`src/hdl/gf2i_pkg.sv`:
```
// shared types and constants of the gf(2^m) inverter
package gf2i_pkg;

    // widest supported field plus the top bit of the reduction polynomial
    localparam int MAX_POLY_BITS = 33;

    // reset polynomial x^10 + x^3 + 1
    localparam logic [MAX_POLY_BITS-1:0] DEFAULT_POLY = 33'h0_0000_0409;

    // status of the euclid engine towards the output stage
    typedef struct packed {
        logic idle;
        logic done;
        logic zero_op;
    } core_stat_t;

endpackage

```
`src/hdl/gf2i_cfg.sv`:
```
// apb register holding the reduction polynomial
module gf2i_cfg #(
    parameter int FIELD_BITS = 10,
    parameter int DATA_W     = 32,
    parameter int ADDR_W     = 3
) (
    input  logic                clk,
    input  logic                rst_n,
    input  logic                psel,
    input  logic                penable,
    input  logic                pwrite,
    input  logic [ADDR_W-1:0]   paddr,
    input  logic [DATA_W-1:0]   pwdata,
    output logic [DATA_W-1:0]   prdata,
    output logic [FIELD_BITS:0] poly
);

    logic [FIELD_BITS:0] poly_reg;
    logic                hit;

    // the register answers at every word whose top address bit is clear
    assign hit = (paddr[ADDR_W-1] == 1'b0);

    // polynomial register
    always_ff @(posedge clk or negedge rst_n)
    begin
        if (!rst_n)
        begin
            poly_reg <= gf2i_pkg::DEFAULT_POLY[FIELD_BITS:0];
        end
        else if (psel && penable && pwrite && hit)
        begin
            poly_reg <= pwdata[FIELD_BITS:0];
        end
    end

    // readback
    always_comb
    begin
        prdata = '0;
        if (hit)
        begin
            prdata[FIELD_BITS:0] = poly_reg;
        end
    end

    assign poly = poly_reg;

endmodule

```
`src/hdl/gf2i_core.sv`:
```
// bit-serial extended euclid engine over left-aligned binary polynomials
module gf2i_core #(
    parameter int FIELD_BITS = 10
) (
    input  logic                    clk,
    input  logic                    rst_n,
    input  logic                    start,
    input  logic [FIELD_BITS-1:0]   operand,
    input  logic [FIELD_BITS:0]     poly,
    input  logic                    ack,
    output gf2i_pkg::core_stat_t    stat,
    output logic [FIELD_BITS-1:0]   result
);

    localparam int N  = FIELD_BITS;
    localparam int DW = $clog2(FIELD_BITS + 1);

    localparam logic [1:0] ST_IDLE = 2'd0;
    localparam logic [1:0] ST_NORM = 2'd1;
    localparam logic [1:0] ST_DIV  = 2'd2;
    localparam logic [1:0] ST_DONE = 2'd3;

    logic [1:0]    state_reg, state_next;
    // w: working remainder, r0/r1: dividend and divisor, all top-aligned at bit n
    logic [N:0]    w_reg, w_next;
    logic [N:0]    r0_reg, r0_next;
    logic [N:0]    r1_reg, r1_next;
    // bezout coefficients, kept reduced
    logic [N-1:0]  t0_reg, t0_next;
    logic [N-1:0]  t1_reg, t1_next;
    logic [N-1:0]  acc_reg, acc_next;
    logic [N-1:0]  res_reg, res_next;
    logic          zero_reg, zero_next;
    logic [DW-1:0] d0_reg, d0_next;
    logic [DW-1:0] d1_reg, d1_next;
    logic [DW-1:0] cur_reg, cur_next;
    logic [DW-1:0] sh_reg, sh_next;

    logic [N:0]    m_poly;
    logic [N-1:0]  acc_x;
    logic [N-1:0]  acc_step;
    logic [N:0]    w_sub;
    logic          q_bit;

    // top bit of the modulus is always set
    assign m_poly = {1'b1, poly[N-1:0]};

    // one quotient bit per cycle: eliminate leading term, horner step on q*t1
    assign q_bit    = w_reg[N];
    assign w_sub    = w_reg ^ (q_bit ? r1_reg : '0);
    assign acc_x    = {acc_reg[N-2:0], 1'b0} ^ (acc_reg[N-1] ? m_poly[N-1:0] : '0);
    assign acc_step = acc_x ^ (q_bit ? t1_reg : '0);

    // sequencer and datapath next state
    always_comb
    begin
        state_next = state_reg;
        w_next     = w_reg;
        r0_next    = r0_reg;
        r1_next    = r1_reg;
        t0_next    = t0_reg;
        t1_next    = t1_reg;
        acc_next   = acc_reg;
        res_next   = res_reg;
        zero_next  = zero_reg;
        d0_next    = d0_reg;
        d1_next    = d1_reg;
        cur_next   = cur_reg;
        sh_next    = sh_reg;
        case (state_reg)
            ST_IDLE:
            begin
                if (start)
                begin
                    if (operand == '0)
                    begin
                        res_next   = '0;
                        zero_next  = 1'b1;
                        state_next = ST_DONE;
                    end
                    else
                    begin
                        r0_next    = m_poly;
                        d0_next    = DW'(N);
                        t0_next    = '0;
                        t1_next    = {{(N-1){1'b0}}, 1'b1};
                        w_next     = {1'b0, operand};
                        cur_next   = DW'(N);
                        state_next = ST_NORM;
                    end
                end
            end
            ST_NORM:
            begin
                // shift the new remainder up until its leading term sits at bit n
                if (w_reg[N])
                begin
                    r1_next = w_reg;
                    d1_next = cur_reg;
                    if (cur_reg == '0)
                    begin
                        res_next   = t1_reg;
                        zero_next  = 1'b0;
                        state_next = ST_DONE;
                    end
                    else
                    begin
                        w_next     = r0_reg;
                        sh_next    = d0_reg - cur_reg;
                        acc_next   = '0;
                        state_next = ST_DIV;
                    end
                end
                else
                begin
                    w_next   = {w_reg[N-1:0], 1'b0};
                    cur_next = cur_reg - 1'b1;
                end
            end
            ST_DIV:
            begin
                acc_next = acc_step;
                if (sh_reg == '0)
                begin
                    if (w_sub == '0)
                    begin
                        // common factor with the modulus: no inverse
                        res_next   = '0;
                        zero_next  = 1'b0;
                        state_next = ST_DONE;
                    end
                    else
                    begin
                        r0_next    = r1_reg;
                        d0_next    = d1_reg;
                        t0_next    = t1_reg;
                        t1_next    = t0_reg ^ acc_step;
                        w_next     = w_sub;
                        cur_next   = d1_reg;
                        state_next = ST_NORM;
                    end
                end
                else
                begin
                    w_next  = {w_sub[N-1:0], 1'b0};
                    sh_next = sh_reg - 1'b1;
                end
            end
            ST_DONE:
            begin
                if (ack)
                begin
                    state_next = ST_IDLE;
                end
            end
            default:
            begin
                state_next = ST_IDLE;
            end
        endcase
    end

    // control state
    always_ff @(posedge clk or negedge rst_n)
    begin
        if (!rst_n)
        begin
            state_reg <= ST_IDLE;
        end
        else
        begin
            state_reg <= state_next;
        end
    end

    // datapath registers
    always_ff @(posedge clk)
    begin
        w_reg    <= w_next;
        r0_reg   <= r0_next;
        r1_reg   <= r1_next;
        t0_reg   <= t0_next;
        t1_reg   <= t1_next;
        acc_reg  <= acc_next;
        res_reg  <= res_next;
        zero_reg <= zero_next;
        d0_reg   <= d0_next;
        d1_reg   <= d1_next;
        cur_reg  <= cur_next;
        sh_reg   <= sh_next;
    end

    assign stat.idle    = (state_reg == ST_IDLE);
    assign stat.done    = (state_reg == ST_DONE);
    assign stat.zero_op = zero_reg;
    assign result       = res_reg;

endmodule

```
`src/hdl/gf2m_inverse_euclid.sv`:
```
// top level of the gf(2^m) inverter: stream ports, apb register, output register
//
// usage: an operand beat on s_axis (tdata bits FIELD_BITS-1:0) starts one inversion
// modulo the polynomial in the apb register at address 0 (bit FIELD_BITS forced set).
// the result beat on m_axis carries the inverse in tdata and, in tuser, a flag that
// is set when the operand was zero (inverse reported as 0). an operand sharing a
// factor with a reducible polynomial gives 0 with the flag clear.
// one operand is processed at a time: s_axis_tready is high while the engine idles.
// each euclid round runs quotient steps and then normalize steps in the bit-serial
// engine; a zero operand skips the euclid rounds and goes straight to its result.
// the next operand is taken the cycle after a result moves into the output register.
// a finished result sits in the output register; while m_axis_tready is low the
// engine accepts and works on the next operand and holds its result until the
// register frees up. reset loads x^10+x^3+1 and clears all valid state.
module gf2m_inverse_euclid #(
    parameter int FIELD_BITS = 10,
    localparam int DATA_W    = ((FIELD_BITS + 7) / 8) * 8,
    localparam int APB_W     = (FIELD_BITS + 1 > 32) ? 64 : 32,
    localparam int ADDR_W    = (APB_W == 64) ? 4 : 3
) (
    input  logic              clk,
    input  logic              rst_n,
    // input stream
    input  logic              s_axis_tvalid,
    output logic              s_axis_tready,
    input  logic [DATA_W-1:0] s_axis_tdata,   // [FIELD_BITS-1:0] operand, rest zero
    // output stream
    output logic              m_axis_tvalid,
    input  logic              m_axis_tready,
    output logic [DATA_W-1:0] m_axis_tdata,   // [FIELD_BITS-1:0] inverse_value, rest zero
    output logic              m_axis_tuser,   // [0] zero_operand
    // configuration
    input  logic              psel,
    input  logic              penable,
    input  logic              pwrite,
    input  logic [ADDR_W-1:0] paddr,
    input  logic [APB_W-1:0]  pwdata,
    output logic [APB_W-1:0]  prdata,
    output logic              pready
);

    logic [FIELD_BITS:0]    poly;
    gf2i_pkg::core_stat_t   stat;
    logic [FIELD_BITS-1:0]  result;
    logic                   start;
    logic                   load;

    logic                   out_valid_reg, out_valid_next;
    logic [FIELD_BITS-1:0]  out_data_reg;
    logic                   out_zero_reg;

    assign pready = 1'b1;

    gf2i_cfg #(
        .FIELD_BITS (FIELD_BITS),
        .DATA_W     (APB_W),
        .ADDR_W     (ADDR_W)
    ) u_cfg (
        .clk     (clk),
        .rst_n   (rst_n),
        .psel    (psel),
        .penable (penable),
        .pwrite  (pwrite),
        .paddr   (paddr),
        .pwdata  (pwdata),
        .prdata  (prdata),
        .poly    (poly)
    );

    // input beat accepted only while the engine idles
    assign s_axis_tready = stat.idle;
    assign start         = s_axis_tvalid && stat.idle;

    gf2i_core #(
        .FIELD_BITS (FIELD_BITS)
    ) u_core (
        .clk     (clk),
        .rst_n   (rst_n),
        .start   (start),
        .operand (s_axis_tdata[FIELD_BITS-1:0]),
        .poly    (poly),
        .ack     (load),
        .stat    (stat),
        .result  (result)
    );

    // output register takes a result when empty or being drained
    assign load = stat.done && (!out_valid_reg || m_axis_tready);

    always_comb
    begin
        out_valid_next = out_valid_reg;
        if (load)
        begin
            out_valid_next = 1'b1;
        end
        else if (m_axis_tready)
        begin
            out_valid_next = 1'b0;
        end
    end

    always_ff @(posedge clk or negedge rst_n)
    begin
        if (!rst_n)
        begin
            out_valid_reg <= 1'b0;
        end
        else
        begin
            out_valid_reg <= out_valid_next;
        end
    end

    always_ff @(posedge clk)
    begin
        if (load)
        begin
            out_data_reg <= result;
            out_zero_reg <= stat.zero_op;
        end
    end

    assign m_axis_tvalid = out_valid_reg;
    assign m_axis_tdata  = DATA_W'(out_data_reg);
    assign m_axis_tuser  = out_zero_reg;

endmodule

```
`config.mk`:
```
export PLATFORM = sky130hd
export DESIGN_NAME = gf2m_inverse_euclid
export DESIGN_NICKNAME = d
export VERILOG_FILES = /design/src/hdl/gf2i_pkg.sv /design/src/hdl/gf2i_cfg.sv /design/src/hdl/gf2i_core.sv /design/src/hdl/gf2m_inverse_euclid.sv
export SDC_FILE = /design/constraint.sdc
export NUM_CORES = 1
export LEC_CHECK = 0
export ABC_CLOCK_PERIOD_IN_PS = 7400
export BUFFER_PORTS_ARGS = -buffer_cell sky130_fd_sc_hd__buf_2
export CORE_MARGIN = 2
export CORE_UTILIZATION = 55
export CTS_CLUSTER_DIAMETER = 100
export CTS_CLUSTER_SIZE = 28
export DETAILED_ROUTE_END_ITERATION = 10
export GPL_TIMING_DRIVEN = 0
export PLACE_DENSITY = 0.79
export RECOVER_POWER = 25
export SLEW_MARGIN = 20
export SYNTH_ARGS = -nofsm -noshare
export SYNTH_HDL_FRONTEND = slang
export SYNTH_SLANG_ARGS = --single-unit
```
`constraint.sdc`:
```
create_clock -name clk -period 7.4 [get_ports clk]
set_clock_uncertainty 0.2 [all_clocks]
set_input_delay 1.48 -clock clk [delete_from_list [all_inputs] [get_ports clk]]
set_output_delay 1.48 -clock clk [all_outputs]
set_load 0.01 [all_outputs]
```
==> results by stage, run 1 <==
Run status:
- The run finished with clean final reports.

Power:
- The reported leakage power is 2.83 nW.
- The power per cell area is roughly 490 mW/mm2.
- IR analysis of the VDD net gives a maximum drop of 0.000218 V.
- The total power of the final layout is 0.00357 W.

Floorplanning:
- The initial utilization of the core area, before any placement, comes to 56.2%.
- The number of top-level pins is 110.
- The die span in y is 109 um.
- The overall die area is 0.0119 mm2.
- The overall die width is 109 um.
- Row generation in the floorplan step produced 38 rows.
- The area inside the core boundary is around 0.011 mm2.

STA:
- In the finished design, the share of the clock period the worst path needs comes to a little over half.
- Headroom to the max-slew limit came out at 40.3%.
- Setup repair after global routing left no endpoint under its margin.
- The total setup violations reported at the end of the flow is 0.
- The shortest clock period the worst path allows after layout is 3.96 ns.
- The max-slew violation count is 0.
- Based on the critical path, the design can be clocked at up to 252 MHz.
- The tightest hold path in the finished design has a slack of approximately 0.22 ns.
- For the pin with the worst max-slew slack, the measured transition is 0.887 ns.
- The count of final hold-check violations came to 0.

Logic synthesis:
- The cell area that synthesis handed to floorplanning was ~0.0061 mm2.
- The fraction of registers with async set or reset after synthesis is 12.4%.
- The average size of a mapped cell is 11.8 um2.
- The gate count after technology mapping is 516.
- Yosys mapped a number of flops with a built-in enable equal to 99.
- After synthesis the netlist holds a flip-flop and latch count of 113.
- In this run, distinct cell masters in the synthesized netlist total 54.
- For this run, the number of Yosys warnings is 0.
- The primary flip-flop cell chosen by synthesis mapping is sky130_fd_sc_hd__edfxtp_1.
- After synthesis, flip-flops and latches occupy a little over half of the total area.

Clock tree:
- Buffers inserted to repair hold after CTS numbered 0.
- The insertion delay of the later-clocked pin in the worst-skew pair is between 0.5 and 0.6 ns.
- The clock sink total is approximately 110.
- The clock passes through at most 2 buffers.
- Clock-pin slew was measured on the worst setup and hold paths at 0.05 ns.
- The post-CTS setup-driven buffer insertion count is 0.
- The post-cts repair resize count is 0.
- The number of clock buffers inserted by TritonCTS is 17.
- TritonCTS built the clock tree.
- The number of H-tree levels is 4.
- The root buffer cell is sky130_fd_sc_hd__clkbuf_8.

Finish:
- Across the whole layout, storage elements account for 0.00333 mm2.
- The number of fill cells is just under 800.
- The count of antenna diodes in the layout is 0.
- Cells with a size suffix above 1 make up about 26% of the layout.
- The final layout contains 689 nets.
- Compared with the post-synthesis result, the final layout area differs by 19.3%.
- Summing all multi-input logic gate instances after layout gives 0.00248 mm2.

Routing:
- The aggregate routed wire length is 13600 um.
- The remaining number of nets flagged by the antenna check after routing is 0.
- Dividing the detail-routed wire length by the instance count gives 17.6 um.
- After detailed routing, the number of remaining DRC violations is 0.
- After the first detailed-routing iteration, the DRC count stood at 462.
- The total via count after detailed routing is 4336.
- For this run, the detailed router's first-pass iteration total came to 6.
- Dividing the detail-routed via count by the number of cells gives 5.60.

Global route:
- The pin count of the biggest net entering global routing is 17.
- The via count of the first global-routing pass is between 4000 and 5000.
- The first-pass GRT wire length is 21400 um.
- The overall track demand over capacity in global routing is 24.6%.
- The remaining global-route overflow is 0.
- The initial antenna violation count is 0.

Min path:
- The classification of the worst-slack hold path is flip-flop to flip-flop.

Worst setup path:
- Of all nets on the critical path, the largest fanout is 10.
- For the worst setup path, the data required time is 5.72 ns.
- The arrival time at the worst endpoint is 2.28 ns.
- The kind of critical path is input pin to primary output.
- The endpoint class of the critical path is a primary output.
- The startpoint class of the critical path is an input pin.

Placed design:
- Port buffering added 52 buffers.
- The wire-length estimate of the detail-placed layout is 9910 um.
- Routability-driven placement finished with a final weighted congestion of 0.889.

Job:
- The number of maximum-capacitance constraint violations is 0.
area by class of cell:
cell class,instances,area share [%]
timing repair buffer,60,4.20
buffer,54,4.39
inverter,14,0.726
clock buffer,17,5.72
sequential,113,46.0
multi-input combinational,361,34.3
tap,140,2.42
clock inverter,15,2.30
path summary, 6_finish.rpt:
| check | startpoint | end | slack [ns] | cells past startpoint |
|---|---|---|---|---|
| setup / recovery | paddr[2] | prdata[1] | 3.44 | 4 |
| setup reg to reg | u_core.w_reg[10] | u_core.t1_reg[4] | 4.26 | 10 |
| max in group asynchronous | rst_n | u_cfg.poly[2] | 5.59 | 1 |
| hold reg to reg | u_core.result[0] | out_data_reg[0] | 0.22 | 0 |
| min in group asynchronous | rst_n | m_axis_tvalid | 0.86 | 1 |
| hold / removal | u_core.result[0] | out_data_reg[0] | 0.22 | 0 |
cell families after synthesis:
kind of cell / synth area share (%)
buffers and inverters: 6.12
muxes: 9.42
DFF: 54.8
AOI/OAI and AO/OA: 6.85
and+or+nand+nor: 14.4
xor gates and xnor gates: 6.06
adders and majority gates: 2.19
other: 0.124
synthesized netlist by cell type (4+ instances only):
cell type | number | area share (%)
sky130_fd_sc_hd__buf_4 | 28 | 3.5
sky130_fd_sc_hd__nor4_1 | 4 | 0.41
sky130_fd_sc_hd__buf_2 | 9 | 0.74
sky130_fd_sc_hd__edfxtp_1 | 99 | 49
sky130_fd_sc_hd__nand3_1 | 5 | 0.41
sky130_fd_sc_hd__nor2b_1 | 21 | 2.2
sky130_fd_sc_hd__nor2_1 | 45 | 2.8
sky130_fd_sc_hd__clkbuf_1 | 14 | 0.87
sky130_fd_sc_hd__dfrtp_1 | 11 | 4.5
sky130_fd_sc_hd__mux2i_1 | 11 | 1.8
sky130_fd_sc_hd__ha_1 | 9 | 1.9
sky130_fd_sc_hd__inv_1 | 13 | 0.80
sky130_fd_sc_hd__o21ai_0 | 16 | 1.3
sky130_fd_sc_hd__xnor2_1 | 23 | 3.3
sky130_fd_sc_hd__a31oi_1 | 8 | 0.82
sky130_fd_sc_hd__mux2_2 | 21 | 3.9
sky130_fd_sc_hd__xor2_1 | 19 | 2.7
sky130_fd_sc_hd__and2_1 | 34 | 3.5
sky130_fd_sc_hd__a21oi_1 | 23 | 1.9
sky130_fd_sc_hd__nand2_1 | 45 | 2.8
sky130_fd_sc_hd__mux4_2 | 6 | 2.2
power by group:
part / switching, W / internal, W / leakage, nW
Sequential: 0.000194 / 0.00115 / 1.11
Clock: 0.000289 / 0.000509 / 0.281
Combinational: 0.000840 / 0.000587 / 1.44
stage by stage:
stage	cell area, um2	instances	utilization, %	TNS, ns	setup slack (ns)
floorplan	6170	542	-	0	1.65
global placement	6600	734	61.2	-7.88	-0.234
detailed placement	6670	742	61.8	0	3.43
CTS	7250	774	67.2	0	3.49
global route	7240	774	67.1	0	3.34
finish	7240	774	67.1	0	3.44
layer usage:
metal  routed length [um]  global-route usage, %  up-vias
li1                     -                      -     1995
met1                 5560                   32.9     2076
met2                 6580                   39.0      237
met3                 1240                   6.16       28
met4                  267                   8.97        0
met5                    0                      0        -
worst max-delay path, cell delays in order:
cell and delay [ns]:
sky130_fd_sc_hd__clkbuf_1 0.12, sky130_fd_sc_hd__clkbuf_1 0.42, sky130_fd_sc_hd__nor2b_1 0.10, sky130_fd_sc_hd__buf_2 0.16
cells in the final DEF (no fill, tap or decap), types with 3 or more instances in the layout:
| cell type | instances |
|---|---|
| sky130_fd_sc_hd__edfxtp_1 | 99 |
| sky130_fd_sc_hd__buf_2 | 62 |
| sky130_fd_sc_hd__nand2_1 | 45 |
| sky130_fd_sc_hd__nor2_1 | 45 |
| sky130_fd_sc_hd__and2_1 | 31 |
| sky130_fd_sc_hd__buf_4 | 31 |
| sky130_fd_sc_hd__conb_1 | 28 |
| sky130_fd_sc_hd__xnor2_1 | 23 |
| sky130_fd_sc_hd__a21oi_1 | 22 |
| sky130_fd_sc_hd__mux2_2 | 21 |
| sky130_fd_sc_hd__nor2b_1 | 21 |
| sky130_fd_sc_hd__clkbuf_1 | 19 |
| sky130_fd_sc_hd__xor2_1 | 19 |
| sky130_fd_sc_hd__o21ai_0 | 16 |
| sky130_fd_sc_hd__clkbuf_16 | 16 |
| sky130_fd_sc_hd__inv_1 | 13 |
| sky130_fd_sc_hd__mux2i_1 | 11 |
| sky130_fd_sc_hd__dfrtp_1 | 11 |
| sky130_fd_sc_hd__ha_1 | 9 |
| sky130_fd_sc_hd__a31oi_1 | 8 |
| sky130_fd_sc_hd__mux4_2 | 6 |
| sky130_fd_sc_hd__nand3_1 | 5 |
| sky130_fd_sc_hd__mux4_1 | 3 |
| sky130_fd_sc_hd__or2_2 | 3 |
| sky130_fd_sc_hd__nor3_1 | 3 |
| sky130_fd_sc_hd__a32oi_1 | 3 |
| sky130_fd_sc_hd__and2_0 | 3 |
| sky130_fd_sc_hd__nand2b_1 | 3 |
| sky130_fd_sc_hd__nor4_1 | 3 |
| sky130_fd_sc_hd__clkinv_1 | 3 |
| sky130_fd_sc_hd__clkinv_2 | 3 |
| sky130_fd_sc_hd__bufinv_16 | 3 |
| sky130_fd_sc_hd__dfstp_2 | 3 |
No activity file was read; power rests on OpenSTA's default activity.
==> run 2, diff against run 1 <==
--- a/config.mk
+++ b/config.mk
@@ -5,7 +5,7 @@
 export SDC_FILE = /design/constraint.sdc
 export NUM_CORES = 1
 export LEC_CHECK = 0
-export ABC_CLOCK_PERIOD_IN_PS = 7400
+export ABC_CLOCK_PERIOD_IN_PS = 3900
 export BUFFER_PORTS_ARGS = -buffer_cell sky130_fd_sc_hd__buf_2
 export CORE_MARGIN = 2
 export CORE_UTILIZATION = 55
==> constraint.sdc (replaced) <==
create_clock -name clk -period 3.9 [get_ports clk]
set_clock_uncertainty 0.2 [all_clocks]
set_input_delay 0.78 -clock clk [delete_from_list [all_inputs] [get_ports clk]]
set_output_delay 0.78 -clock clk [all_outputs]
set_load 0.01 [all_outputs]
==> results by stage, run 2 (synthesis results as in run 1) <==
Worst setup path:
- STA classifies the critical path startpoint as a flip-flop.
- The signal on the critical path passes through inv_1, ha_1, clkbuf_1, clkbuf_1, a21oi_1, nor2_1.
- The kind of critical path is flip-flop to flip-flop.
- In this run the critical register-to-register path is launched from u_core.state_reg[0].
- In this run the worst path has a maximum fanout of 10.
- The worst endpoint required time is 3.83 ns.
- For the worst flop-to-flop path, the logic depth is 6.
- Setup slack on the worst reg-to-reg path comes out at 0.65 ns.
- The critical path's most frequent cell is sky130_fd_sc_hd__clkbuf_1.
- In this run the worst setup path begins at u_core.state_reg[0].
- STA puts the critical path data arrival time at 3.18 ns.
- The worst setup path is captured at a flip-flop.
- The endpoint identified for the worst register-to-register timing path is u_core.acc_reg[6].
- The master of the slowest instance on the critical path is sky130_fd_sc_hd__nor2_1.
- On the worst path, the slowest cell contributes a delay of 0.79 ns.

Run status:
- The run finished with clean final reports.

STA:
- The count of final hold-check violations is 0.
- The worst pin sits at a relative slew slack of 32.1%.
- Subtracting the final worst setup slack from the clock period gives 3.25 ns.
- The max-slew violation count came to 0.
- For the pin with the worst max-slew slack, the measured transition is 1.02 ns.
- The total setup violations reported at the end of the flow is 0.
- The share of the clock period used by the worst path is a little over four fifths.
- Setup repair after global routing left no endpoint under its margin.
- The fmax is 308 MHz.
- The tightest hold path in the finished design has a slack of 0.217 ns.

Floorplanning:
- The initialized floorplan defines 38 standard-cell rows.
- For this configuration, the core starts out at a cell density of between 50% and 60%.
- The number of top-level pins is 110.
- The floorplan step set the die height to 109 um.
- The overall die area is 0.0119 mm2.
- The core region is 0.0108 mm2.
- The floorplan step set the die width to 109 um.

Min path:
- The terminating pin of the worst hold path is out_data_reg[7].
- The path class of the tightest hold or removal check is flip-flop to flip-flop.
- The launch point of the worst hold path is u_core.result[7].
- The number of cells on the worst hold path is 0.

Clock tree:
- TritonCTS created 17 clock buffers.
- Counting along the longest clock path gives a buffer depth of 2.
- The tree is rooted in a sky130_fd_sc_hd__clkbuf_8.
- Clock-pin slew was measured on the worst setup and hold paths at 0.06 ns.
- The H-tree generated during clock tree synthesis spans 4 levels.
- TritonCTS built the clock tree.
- CTS saw 113 sinks.
- The insertion delay of the later-clocked pin in the worst-skew pair is 0.52 ns.
- The post-cts repair resize count is 0.

Power:
- The largest vdd supply drop is 0.000447 V.
- Summed over all cells, the static leakage comes to between 2 and 3 nW.
- For this design the ratio of total power to cell area is between 900 and 1000 mW/mm2.

Finish:
- The end-of-flow core utilization is 67.4%.
- The final layout contains ~690 nets.
- Of the cells placed in the final design, the portion with a size suffix greater than 1 is 25.9%.
- The number of fill cells is 821.
- The number of antenna diodes in the final layout is 0.
- The area overhead of the layout relative to synthesis is 19.9%.
- The most frequent standard cell in the layout excluding fill and tap cells is sky130_fd_sc_hd__edfxtp_1.
- The final standard cell count with taps included and fillers excluded is 772.
- In the layout the commonest cells are sky130_fd_sc_hd__edfxtp_1, sky130_fd_sc_hd__buf_2, sky130_fd_sc_hd__nand2_1.

Routing:
- The remaining number of nets flagged by the antenna check after routing is 0.
- The first-pass detailed-route iteration total is 6.
- The final routed DRC violation total is 0.
- The first routing iteration left around 420 violations.
- Summed over all layers, the routed wires come to 13600 um.
- Using the TritonRoute via totals, the vias-per-cell ratio works out to 5.57.
- The total via count after detailed routing is 4303.
- After detailed routing, the average wire length per cell comes to 17.6 um.

Global route:
- The pin count of the biggest net entering global routing is 17.
- The via count of the first global-routing pass came to around 4200.
- The initial antenna violation count was 0.
- The first-pass GRT wire length is 22000 um.
- The overall track demand over capacity in global routing is around a quarter.
- After global routing the overflow that remains totals 0.

Job:
- The number of maximum-capacitance constraint violations is 0.

Placed design:
- The total half-perimeter wirelength after legalization and detailed placement is 9620 um.
- Counting tap cells, the placed design contains a total of roughly 740 instances.
- Buffers placed on the I/O ports in this run total 52.
- Routability-driven placement finished with a final weighted congestion of 0.923.
run 2: through the flow:
| step | TNS (ns) | instance area, um2 | setup slack (ns) | total power, W |
|---|---|---|---|---|
| after floorplan | 0 | 6170 | 0.138 | 0.00440 |
| after global placement | -40.56 | 6610 | -1.19 | 0.00504 |
| after detailed placement | 0 | 6680 | 0.727 | 0.00523 |
| after CTS | 0 | 7280 | 0.693 | 0.00680 |
| after global routing | 0 | 7280 | 0.427 | 0.00723 |
| final | 0 | 7280 | 0.653 | 0.00681 |
run 2: timing repair:
| action | 4_1_cts | 5_1_grt |
|---|---|---|
| buffers inserted | 0 | 0 |
| endpoints found under the hold margin | 11 | 0 |
| hold buffers | 1 | 0 |
run 2: report_power, final:
group / leakage (nW) / internal (W) / switching (W)
Clock: 0.290 / 0.000930 / 0.000610
Combinational: 1.44 / 0.00114 / 0.00159
Sequential: 1.11 / 0.00218 / 0.000359
Total: 2.85 / 0.00425 / 0.00256
run 2: final cells by class:
| type | count | area [um2] | area share (%) |
|---|---|---|---|
| timing repair buffer | 58 | 328 | 4.50 |
| clock buffer | 17 | 414 | 5.69 |
| tap | 140 | 175 | 2.41 |
| multi-input combinational | 361 | 2490 | 34.2 |
| buffer | 54 | 319 | 4.38 |
| sequential | 113 | 3330 | 45.7 |
| clock inverter | 15 | 173 | 2.37 |
| inverter | 14 | 52.6 | 0.722 |
run 2: how the worst max path moves through the flow:
stage / endpoint
detailed placement: u_core.result[3]
floorplan: u_core.d0_reg[0]
global route: u_core.acc_reg[6]
global placement: u_core.t0_reg[9]
finish: u_core.acc_reg[6]
CTS: u_core.acc_reg[6]
run 2: worst max-delay path, delay by kind of cell, from the launching register on:
kind	cells	cell delay, ns
AOI/OAI and AO/OA	1	0.13
buffers and inverters	3	1.07
and+or+nand+nor	1	0.79
adders and majority gates	1	0.26
DFF	1	0.42
run 2: per-layer routing:
metal  global-route usage (%)  up-vias  share of wire (%)
met5                        0        -                  0
met4                     7.42        0                1.9
met3                     7.59       28                9.6
met2                     38.3      226                 46
met1                     34.6     2059                 43
li1                         -     1990                  -
